===== config.mk =====
export PLATFORM = sky130hd
export DESIGN_NAME = sorted_deadline_timer_queue_unit_flat
export DESIGN_NICKNAME = d
export VERILOG_FILES = /design/src/rtl/core/sdtq_pkg.sv /design/src/rtl/core/sdtq_if.sv /design/src/rtl/core/sdtq_queue_ram.sv /design/src/rtl/core/sdtq_ctrl.sv /design/src/rtl/core/sorted_deadline_timer_queue_unit.sv /design/src/flat_wrapper.sv
export SDC_FILE = /design/constraint.sdc
export NUM_CORES = 2
export LEC_CHECK = 0
export BUFFER_PORTS_ARGS = -buffer_cell sky130_fd_sc_hd__buf_4
export CAP_MARGIN = 10
export CORE_ASPECT_RATIO = 1.4
export CORE_MARGIN = 2
export CORE_UTILIZATION = 50
export CTS_CLUSTER_SIZE = 25
export DETAILED_ROUTE_END_ITERATION = 6
export PLACE_DENSITY_LB_ADDON = 0.3
export REMOVE_ABC_BUFFERS = 1
export SLEW_MARGIN = 20
export SYNTH_ARGS = -nofsm -noshare
export SYNTH_HDL_FRONTEND = slang
export SYNTH_SLANG_ARGS = --single-unit

===== constraint.sdc =====
create_clock -name clk -period 11.95 [get_ports clk]
set_input_delay 2.39 -clock clk [delete_from_list [all_inputs] [get_ports clk]]
set_output_delay 2.39 -clock clk [all_outputs]
set_load 0.03 [all_outputs]

===== src/rtl/core/sdtq_pkg.sv =====
// Shared constants, codes and inter-module structs of the sorted deadline timer queue.
// No dependencies; every other file of the block imports this package.
package sdtq_pkg;

	localparam int unsigned QUEUE_DEPTH = 16;
	localparam int unsigned TIMER_COUNT = 16;

	localparam int unsigned QIDX_W = $clog2(QUEUE_DEPTH);
	localparam int unsigned QCNT_W = $clog2(QUEUE_DEPTH + 1);
	localparam int unsigned SIDX_W = $clog2(TIMER_COUNT);
	localparam int unsigned SCNT_W = $clog2(TIMER_COUNT + 1);

	localparam int unsigned FUNC_W = 3;
	localparam int unsigned ID_W   = 4;
	localparam int unsigned TIME_W = 64;
	localparam int unsigned KIND_W = 2;
	localparam int unsigned STAT_W = 3;

	typedef enum logic [FUNC_W-1:0] {
		FN_ALLOC    = 3'd0,
		FN_FREE     = 3'd1,
		FN_ARM      = 3'd2,
		FN_DISARM   = 3'd3,
		FN_DISPATCH = 3'd4
	} func_t;

	typedef enum logic [KIND_W-1:0] {
		K_ALLOC   = 2'd0,
		K_ACK     = 2'd1,
		K_EXPIRED = 2'd2,
		K_NONE    = 2'd3
	} kind_t;

	typedef enum logic [STAT_W-1:0] {
		ST_OK      = 3'd0,
		ST_QFULL   = 3'd1,
		ST_NOID    = 3'd2,
		ST_NOTARM  = 3'd3,
		ST_FSFULL  = 3'd4
	} status_t;

	typedef struct packed {
		logic              en;
		logic [QIDX_W-1:0] idx;
		logic [TIME_W-1:0] deadline;
		logic [ID_W-1:0]   tid;
	} qwr_t;

	typedef struct packed {
		logic            vld;
		kind_t           kind;
		logic [ID_W-1:0] rid;
		status_t         status;
		logic            last;
	} beat_t;

endpackage


===== src/rtl/core/sdtq_if.sv =====
// Valid/ready channel interfaces for command and result beats.
// Depends on sdtq_pkg for field widths.
interface sdtq_in_if import sdtq_pkg::*; ();
	logic              valid;
	logic              ready;
	logic [FUNC_W-1:0] func;
	logic [ID_W-1:0]   timer_id;
	logic [TIME_W-1:0] delay_cycles;
	logic [TIME_W-1:0] now;

	modport source (output valid, func, timer_id, delay_cycles, now, input ready);
	modport sink   (input valid, func, timer_id, delay_cycles, now, output ready);
endinterface

interface sdtq_out_if import sdtq_pkg::*; ();
	logic              valid;
	logic              ready;
	logic [KIND_W-1:0] kind;
	logic [ID_W-1:0]   result_id;
	logic [STAT_W-1:0] status;
	logic              last;

	modport source (output valid, kind, result_id, status, last, input ready);
	modport sink   (input valid, kind, result_id, status, last, output ready);
endinterface


===== src/rtl/core/sdtq_queue_ram.sv =====
// Sorted queue storage: deadline and timer id per entry, one write and one read port.
// Depends on sdtq_pkg.
module sdtq_queue_ram import sdtq_pkg::*; (
	input  logic              clk,
	input  qwr_t              wr,
	input  logic [QIDX_W-1:0] rd_idx,
	output logic [TIME_W-1:0] rd_deadline,
	output logic [ID_W-1:0]   rd_tid
);

	logic [TIME_W-1:0] dl_mem [QUEUE_DEPTH];
	logic [ID_W-1:0]   id_mem [QUEUE_DEPTH];

	always_ff @(posedge clk) begin
		if (wr.en) begin
			dl_mem[wr.idx] <= wr.deadline;
			id_mem[wr.idx] <= wr.tid;
		end
	end

	assign rd_deadline = dl_mem[rd_idx];
	assign rd_tid      = id_mem[rd_idx];

endmodule


===== src/rtl/core/sdtq_ctrl.sv =====
// Sequencer: id allocator, free stack, and scan/shift control of the sorted queue
// around one shared 64-bit compare. Depends on sdtq_pkg and sdtq_if.
module sdtq_ctrl import sdtq_pkg::*; (
	input  logic              clk,
	input  logic              arst_n,
	sdtq_in_if.sink           cmd,
	input  logic              out_free,
	output beat_t             emit,
	output qwr_t              wr,
	output logic [QIDX_W-1:0] rd_idx,
	input  logic [TIME_W-1:0] rd_deadline,
	input  logic [ID_W-1:0]   rd_tid
);

	typedef enum logic [2:0] {
		S_IDLE, S_EXEC, S_INS, S_DSRCH, S_DSHIFT, S_XSCAN, S_XCOMP, S_RESP
	} state_t;

	state_t            state_q;
	func_t             func_q;
	logic [ID_W-1:0]   tid_q;
	logic [TIME_W-1:0] now_q;
	logic [TIME_W-1:0] when_q;
	logic [QCNT_W-1:0] idx_q;
	logic [QCNT_W-1:0] base_q;
	logic [QCNT_W-1:0] occ_q;
	logic [SCNT_W-1:0] fsc_q;
	logic [SCNT_W-1:0] nfid_q;
	logic              pend_q;
	logic [ID_W-1:0]   pend_id_q;
	kind_t             rsp_kind_q;
	logic [ID_W-1:0]   rsp_id_q;
	status_t           rsp_status_q;
	logic [ID_W-1:0]   stack_q [TIMER_COUNT];

	logic [QCNT_W-1:0] idx_m1, idx_p1, src;
	logic [SCNT_W-1:0] fsc_m1;
	logic [TIME_W-1:0] cmp_ref;
	logic              rd_le;
	logic              expired;

	assign idx_m1  = idx_q - 1'b1;
	assign idx_p1  = idx_q + 1'b1;
	assign src     = idx_q + base_q;
	assign fsc_m1  = fsc_q - 1'b1;
	assign cmp_ref = (state_q == S_INS) ? when_q : now_q;
	assign rd_le   = rd_deadline <= cmp_ref;
	assign expired = (idx_q < occ_q) && rd_le;

	assign cmd.ready = (state_q == S_IDLE);

	always_comb begin
		unique case (state_q)
			S_INS:    rd_idx = idx_m1[QIDX_W-1:0];
			S_DSHIFT: rd_idx = idx_p1[QIDX_W-1:0];
			S_XCOMP:  rd_idx = src[QIDX_W-1:0];
			default:  rd_idx = idx_q[QIDX_W-1:0];
		endcase
	end

	always_comb begin
		wr = '{en: 1'b0, idx: idx_q[QIDX_W-1:0], deadline: rd_deadline, tid: rd_tid};
		unique case (state_q)
			S_INS: begin
				wr.en = 1'b1;
				if (idx_q == '0 || rd_le) begin
					wr.deadline = when_q;
					wr.tid      = tid_q;
				end
			end
			S_DSHIFT: wr.en = (idx_p1 < occ_q);
			S_XCOMP:  wr.en = (src < occ_q);
			default:  wr.en = 1'b0;
		endcase
	end

	always_comb begin
		emit = '{vld: 1'b0, kind: K_ACK, rid: '0, status: ST_OK, last: 1'b1};
		unique case (state_q)
			S_XSCAN: begin
				if (expired) begin
					emit = '{vld: out_free && pend_q, kind: K_EXPIRED, rid: pend_id_q,
						status: ST_OK, last: 1'b0};
				end else if (pend_q) begin
					emit = '{vld: out_free, kind: K_EXPIRED, rid: pend_id_q,
						status: ST_OK, last: 1'b1};
				end else begin
					emit = '{vld: out_free, kind: K_NONE, rid: '0, status: ST_OK, last: 1'b1};
				end
			end
			S_RESP: begin
				emit = '{vld: out_free, kind: rsp_kind_q, rid: rsp_id_q,
					status: rsp_status_q, last: 1'b1};
			end
			default: emit.vld = 1'b0;
		endcase
	end

	always_ff @(posedge clk) begin
		if (state_q == S_EXEC && func_q == FN_FREE && fsc_q < SCNT_W'(TIMER_COUNT)) begin
			stack_q[fsc_q[SIDX_W-1:0]] <= tid_q;
		end
	end

	always_ff @(posedge clk or negedge arst_n) begin
		if (!arst_n) begin
			state_q      <= S_IDLE;
			occ_q        <= '0;
			fsc_q        <= '0;
			nfid_q       <= '0;
			pend_q       <= 1'b0;
			func_q       <= FN_ALLOC;
			tid_q        <= '0;
			now_q        <= '0;
			when_q       <= '0;
			idx_q        <= '0;
			base_q       <= '0;
			pend_id_q    <= '0;
			rsp_kind_q   <= K_ACK;
			rsp_id_q     <= '0;
			rsp_status_q <= ST_OK;
		end else begin
			unique case (state_q)
				S_IDLE: begin
					if (cmd.valid) begin
						func_q  <= func_t'(cmd.func);
						tid_q   <= cmd.timer_id;
						now_q   <= cmd.now;
						when_q  <= cmd.now + cmd.delay_cycles;
						state_q <= S_EXEC;
					end
				end
				S_EXEC: begin
					rsp_kind_q   <= K_ACK;
					rsp_id_q     <= '0;
					rsp_status_q <= ST_OK;
					idx_q        <= '0;
					pend_q       <= 1'b0;
					state_q      <= S_RESP;
					unique case (func_q)
						FN_ALLOC: begin
							rsp_kind_q <= K_ALLOC;
							if (fsc_q != '0) begin
								fsc_q    <= fsc_m1;
								rsp_id_q <= stack_q[fsc_m1[SIDX_W-1:0]];
							end else if (nfid_q < SCNT_W'(TIMER_COUNT)) begin
								rsp_id_q <= ID_W'(nfid_q);
								nfid_q   <= nfid_q + 1'b1;
							end else begin
								rsp_status_q <= ST_NOID;
							end
						end
						FN_FREE: begin
							if (fsc_q < SCNT_W'(TIMER_COUNT)) begin
								fsc_q <= fsc_q + 1'b1;
							end else begin
								rsp_status_q <= ST_FSFULL;
							end
						end
						FN_ARM: begin
							if (occ_q == QCNT_W'(QUEUE_DEPTH)) begin
								rsp_status_q <= ST_QFULL;
							end else begin
								idx_q   <= occ_q;
								state_q <= S_INS;
							end
						end
						FN_DISARM:   state_q <= S_DSRCH;
						FN_DISPATCH: state_q <= S_XSCAN;
						default:     state_q <= S_RESP;
					endcase
				end
				S_INS: begin
					if (idx_q != '0 && !rd_le) begin
						idx_q <= idx_m1;
					end else begin
						occ_q   <= occ_q + 1'b1;
						state_q <= S_RESP;
					end
				end
				S_DSRCH: begin
					if (idx_q >= occ_q) begin
						rsp_status_q <= ST_NOTARM;
						state_q      <= S_RESP;
					end else if (rd_tid == tid_q) begin
						state_q <= S_DSHIFT;
					end else begin
						idx_q <= idx_p1;
					end
				end
				S_DSHIFT: begin
					if (idx_p1 < occ_q) begin
						idx_q <= idx_p1;
					end else begin
						occ_q   <= occ_q - 1'b1;
						state_q <= S_RESP;
					end
				end
				S_XSCAN: begin
					if (expired) begin
						if (!pend_q || out_free) begin
							pend_q    <= 1'b1;
							pend_id_q <= rd_tid;
							idx_q     <= idx_p1;
						end
					end else if (out_free) begin
						pend_q <= 1'b0;
						if (idx_q == '0) begin
							state_q <= S_IDLE;
						end else begin
							base_q  <= idx_q;
							idx_q   <= '0;
							state_q <= S_XCOMP;
						end
					end
				end
				S_XCOMP: begin
					if (src < occ_q) begin
						idx_q <= idx_p1;
					end else begin
						occ_q   <= occ_q - base_q;
						state_q <= S_IDLE;
					end
				end
				S_RESP: begin
					if (out_free) begin
						state_q <= S_IDLE;
					end
				end
				default: state_q <= S_IDLE;
			endcase
		end
	end

endmodule


===== src/rtl/core/sorted_deadline_timer_queue_unit.sv =====
// Timer queue top level: alloc, free and unknown codes answer without walking the queue; arm,
// disarm and dispatch walk the sorted queue, and a dispatch with expired timers also compacts
// it. Every result beat is registered and can be held off by the result side.
// One command in flight; the next is taken only once the sequencer is back in idle, after
// its queue walk (disarm search and shift, or dispatch scan plus compaction) is done.
// Reset clears counters and sequencer; stores are never cleared. Depends on sdtq_pkg, sdtq_if.
module sorted_deadline_timer_queue_unit import sdtq_pkg::*; (
	input  logic      clk,
	input  logic      arst_n,
	sdtq_in_if.sink   cmd,
	sdtq_out_if.source res
);

	qwr_t              wr;
	logic [QIDX_W-1:0] rd_idx;
	logic [TIME_W-1:0] rd_deadline;
	logic [ID_W-1:0]   rd_tid;
	beat_t             emit;
	beat_t             out_q;
	logic              out_vld_q;
	logic              out_free;

	assign out_free = !out_vld_q || res.ready;

	sdtq_queue_ram u_ram (
		.clk         (clk),
		.wr          (wr),
		.rd_idx      (rd_idx),
		.rd_deadline (rd_deadline),
		.rd_tid      (rd_tid)
	);

	sdtq_ctrl u_ctrl (
		.clk         (clk),
		.arst_n      (arst_n),
		.cmd         (cmd),
		.out_free    (out_free),
		.emit        (emit),
		.wr          (wr),
		.rd_idx      (rd_idx),
		.rd_deadline (rd_deadline),
		.rd_tid      (rd_tid)
	);

	always_ff @(posedge clk or negedge arst_n) begin
		if (!arst_n) begin
			out_vld_q <= 1'b0;
		end else if (emit.vld) begin
			out_vld_q <= 1'b1;
		end else if (res.ready) begin
			out_vld_q <= 1'b0;
		end
	end

	always_ff @(posedge clk) begin
		if (emit.vld) begin
			out_q <= emit;
		end
	end

	assign res.valid     = out_vld_q;
	assign res.kind      = out_q.kind;
	assign res.result_id = out_q.rid;
	assign res.status    = out_q.status;
	assign res.last      = out_q.last;

endmodule


===== src/flat_wrapper.sv =====
// flat-port wrapper written by rule: the top's interface ports become plain ports
module sorted_deadline_timer_queue_unit_flat import sdtq_pkg::*;
  (clk, arst_n, cmd_valid, cmd_func, cmd_timer_id, cmd_delay_cycles, cmd_now, cmd_ready, res_valid, res_kind, res_result_id, res_status, res_last, res_ready);
  sdtq_in_if cmd_i ();
  sdtq_out_if res_i ();
  input  logic clk;
  input  logic arst_n;
  input wire logic [$bits(cmd_i.valid)-1:0] cmd_valid;
  input wire logic [$bits(cmd_i.func)-1:0] cmd_func;
  input wire logic [$bits(cmd_i.timer_id)-1:0] cmd_timer_id;
  input wire logic [$bits(cmd_i.delay_cycles)-1:0] cmd_delay_cycles;
  input wire logic [$bits(cmd_i.now)-1:0] cmd_now;
  output wire logic [$bits(cmd_i.ready)-1:0] cmd_ready;
  output wire logic [$bits(res_i.valid)-1:0] res_valid;
  output wire logic [$bits(res_i.kind)-1:0] res_kind;
  output wire logic [$bits(res_i.result_id)-1:0] res_result_id;
  output wire logic [$bits(res_i.status)-1:0] res_status;
  output wire logic [$bits(res_i.last)-1:0] res_last;
  input wire logic [$bits(res_i.ready)-1:0] res_ready;
  assign cmd_i.valid = cmd_valid;
  assign cmd_i.func = cmd_func;
  assign cmd_i.timer_id = cmd_timer_id;
  assign cmd_i.delay_cycles = cmd_delay_cycles;
  assign cmd_i.now = cmd_now;
  assign cmd_ready = cmd_i.ready;
  assign res_valid = res_i.valid;
  assign res_kind = res_i.kind;
  assign res_result_id = res_i.result_id;
  assign res_status = res_i.status;
  assign res_last = res_i.last;
  assign res_i.ready = res_ready;
  sorted_deadline_timer_queue_unit u_core (.clk(clk), .arst_n(arst_n), .cmd(cmd_i), .res(res_i));
endmodule

==> results.py <==
metrics = {
    "clock_network": {
        "cts-root-buf": "clkbuf_16",
        "postCtsSetupBuffers": 0,
        "cts.sinks": 1339,
        "cts_tree": "yes",
        "cts_resized": 0,
        "clk_pin_slew_worst_paths_ps": 60,
        "h-tree-depth": 3,
        "cts_hold_buf": 0,
        "worstSkewPairLatency_ps": 790,
        "cts_buffers": 121,
        "clock_path_buffers": 3,
    },
    "timing": {
        "period_share": 0.7380,
        "setup_ws_ps": 3131,
        "final.setup.tns_ps": 0,
        "worst_slew_pin_slew_ps": 1144,
        "drv_slew": 0,
        "max_freq_mhz": 113.4,
        "rsz0062_at_grt": "no",
        "hold_violations": 0,
        "slew_headroom": 0.2358,
        "setup-violations-final": 0,
        "period_minus_slack_ps": 8819,
        "finalClockSkew_ps": 38.21,
    },
    "global_routing": {
        "antenna_found_initial": 2,
        "grt_usage": 0.2616,
        "grt_pass1_vias": 40030,
        "grt_first_pass_wirelength_mm": 246.2,
        "grt_max_degree": 165,
        "gr-total-overflow": 0,
    },
    "drt": {
        "drt-pass1-iter-count": 6,
        "drc_errors": 0,
        "vias": 41440,
        "wirelength_mm": 164.1,
        "wl_per_cell_um": 24.14,
        "drtAntennaViolNets": 0,
        "drt-initial-drc-count": 4726,
        "vias_per_cell": 6.095,
    },
    "placement": {
        "place_ws_ps": 3247,
        "gp_congestion": 0.9457,
        "port_buffers": 150,
        "dp.final_hpwl_mm": 92.20,
        "dp_cells": 6570,
    },
    "run": {
        "drv_cap": 0,
    },
    "critical_path": {
        "crit_arrival_ps": 9290,
        "cp-startpoint": "u_core.u_ctrl.state_q[0]",
        "crit_path_end_kind": "register",
        "crit_buf_inv": 5,
        "cpMostUsedCell": "buf_4",
        "cp.required_ps": 12420,
        "cp-start-kind": "register",
        "crit_slowest_cell": "nor4_1",
        "reg2reg_depth": 22,
        "setup.worst_path.end": "u_core.u_ram.dl_mem[5][55]",
        "cp_top_family": "simple AND/OR/NAND/NOR gates",
        "critPathMaxFanout": 51,
        "worstPathCellList": "inv_1 > ha_1 > nor2b_1 > a221oi_1 > o21ai_4 > buf_4 > buf_4 > a311oi_1 > a311oi_1 > a31oi_1 > ha_1 > nand4_1 > nor4_1 > nand3_1 > or4_1 > o31ai_1 > o21a_1 > nor2_1 > nor2_4 > buf_4 > buf_4 > mux2_2",
        "reg2reg_slack_ps": 3130,
        "critical-path-max-stage-delay_ps": 860,
        "timing.rr.start": "u_core.u_ctrl.state_q[0]",
        "r2r_end": "u_core.u_ram.dl_mem[5][55]",
        "path_class": "reg2reg",
        "crit_cells": 22,
    },
    "yosys": {
        "synth-edff-count": 1162,
        "synth.avg_cell_area_um2": 11.86,
        "synth_ff_type": "edfxtp_1",
        "synth_sequential_area_ratio": 0.6524,
        "synth_cells": 5082,
        "ys_seq_elements": 1339,
        "yosys_warnings": 0,
        "ys_types": 71,
        "async_reset_ff_frac": 0.1322,
        "netlist_area_mm2": 0.06027,
    },
    "floorplan": {
        "io_pins": 151,
        "die_x_um": 297.4,
        "coreArea_mm2": 0.1196,
        "start_util": 0.5042,
        "die_h_um": 414.8,
        "num_rows": 150,
        "die_area_mm2": 0.1234,
    },
    "cells_and_area": {
        "final_cell_mix": "nand2_1 (1399), edfxtp_1 (1162), nand3_1 (541), buf_4 (196), dfrtp_1 (176)",
        "stdcell_count": 6799,
        "final_common_cell": "nand2_1",
        "fillCellCount": 9723,
        "drive_gt1_frac": 0.1019,
        "nets": 5404,
        "area_delta_synth_final_pct": 11.35,
    },
    "hold_path": {
        "hp-class": "reg2reg",
    },
    "run_status": {
        "status": "complete, no violations",
    },
}
## worst min-delay path, delay by kind of cell (launching register included)
kind | cells | cell delay (ps)
DFF | 1 | 340
and+or+nand+nor | 2 | 100
## layer usage
layer	up-vias	GRT usage	wire length, µm
met5	-	0	0
met1	20560	0.3508	65150
met4	0	0.1066	6033
met3	319	0.03548	13690
met2	1940	0.4317	79250
li1	18620	-	-
## cell families (layout without fill, tap and decap cells)
kind of cell    Yosys count  count (layout)  share of synthesized area
simple gates           2243            2243                     0.1604
flops                  1339            1339                     0.6524
compound gates          650             650                    0.07318
buf+inv                 373             493                    0.02389
mux                     227             227                    0.04293
fa+ha+maj               168             168                    0.03525
xor+xnor                 82              82                    0.01192
other cells               0               1                          0
## synth_stat cells, types with 10 or more instances
cell type,number,share of area
and2_1,13,0.0013
buf_2,17,0.0014
a221oi_1,10,0.0015
nand2b_1,16,0.0017
inv_1,58,0.0036
nand3_1,541,0.045
o21bai_1,25,0.0031
nand2_1,1400,0.087
mux4_2,17,0.0064
nand4_1,45,0.0047
o211ai_1,13,0.0016
o21a_1,16,0.0020
nor2b_1,17,0.0018
xor2_1,35,0.0051
mux2_2,73,0.014
a311oi_1,130,0.019
and3_1,82,0.0085
nor2_1,75,0.0047
clkbuf_1,264,0.016
a31oi_1,73,0.0076
nor3_1,24,0.0020
dfrtp_1,176,0.073
buf_1,30,0.0019
o21ai_0,115,0.0095
a21o_1,41,0.0051
edfxtp_1,1162,0.58
o31ai_1,15,0.0019
ha_1,165,0.034
xnor2_1,47,0.0068
a21oi_1,137,0.011
a211oi_1,16,0.0020
mux2i_1,134,0.022
## state kept, by name (all words and copies together) (netlist names), 64 cells and up
signal,flops
u_core.u_ram.dl_mem,1024
u_core.u_ctrl.now_q,64
u_core.u_ctrl.stack_q,64
u_core.u_ctrl.when_q,64
u_core.u_ram.id_mem,64
## how the worst min path moves through the flow
stage | startpoint | endpoint | cells past startpoint
2_1_floorplan | u_core.u_ctrl.now_q[10] | u_core.u_ctrl.now_q[10] | 2
3_3_place_gp | u_core.u_ctrl.now_q[15] | u_core.u_ctrl.now_q[15] | 2
3_5_place_dp | u_core.u_ctrl.now_q[2] | u_core.u_ctrl.now_q[2] | 2
4_1_cts | u_core.u_ctrl.now_q[2] | u_core.u_ctrl.now_q[2] | 2
5_1_grt | u_core.u_ctrl.now_q[21] | u_core.u_ctrl.now_q[21] | 2
6_report | u_core.u_ctrl.now_q[23] | u_core.u_ctrl.now_q[23] | 2
## metrics by stage
stage,hold WS (ps),area [µm²],util
floorplan,445.4,59050,-
global placement,458.2,62890,0.5261
detailed placement,464.3,62890,0.5261
CTS,479.7,67090,0.5612
global route,502.2,67110,0.5614
finish,479.8,67120,0.5614
## cell type report
class	count	area [µm²]	area share
Inverter	59	221.5	0.003300
Tap cell	1596	1997	0.02975
Multi-Input combinational cell	3370	19700	0.2936
Antenna cell	1	2.502	0.00003728
Clock inverter	85	1010	0.01504
Clock buffer	143	3192	0.04756
Sequential cell	1339	39320	0.5859
Timing Repair Buffer	206	1667	0.02483
Power is not shown: default switching activity piles up to over one toggle a cycle in this logic, so the estimate is an artifact.
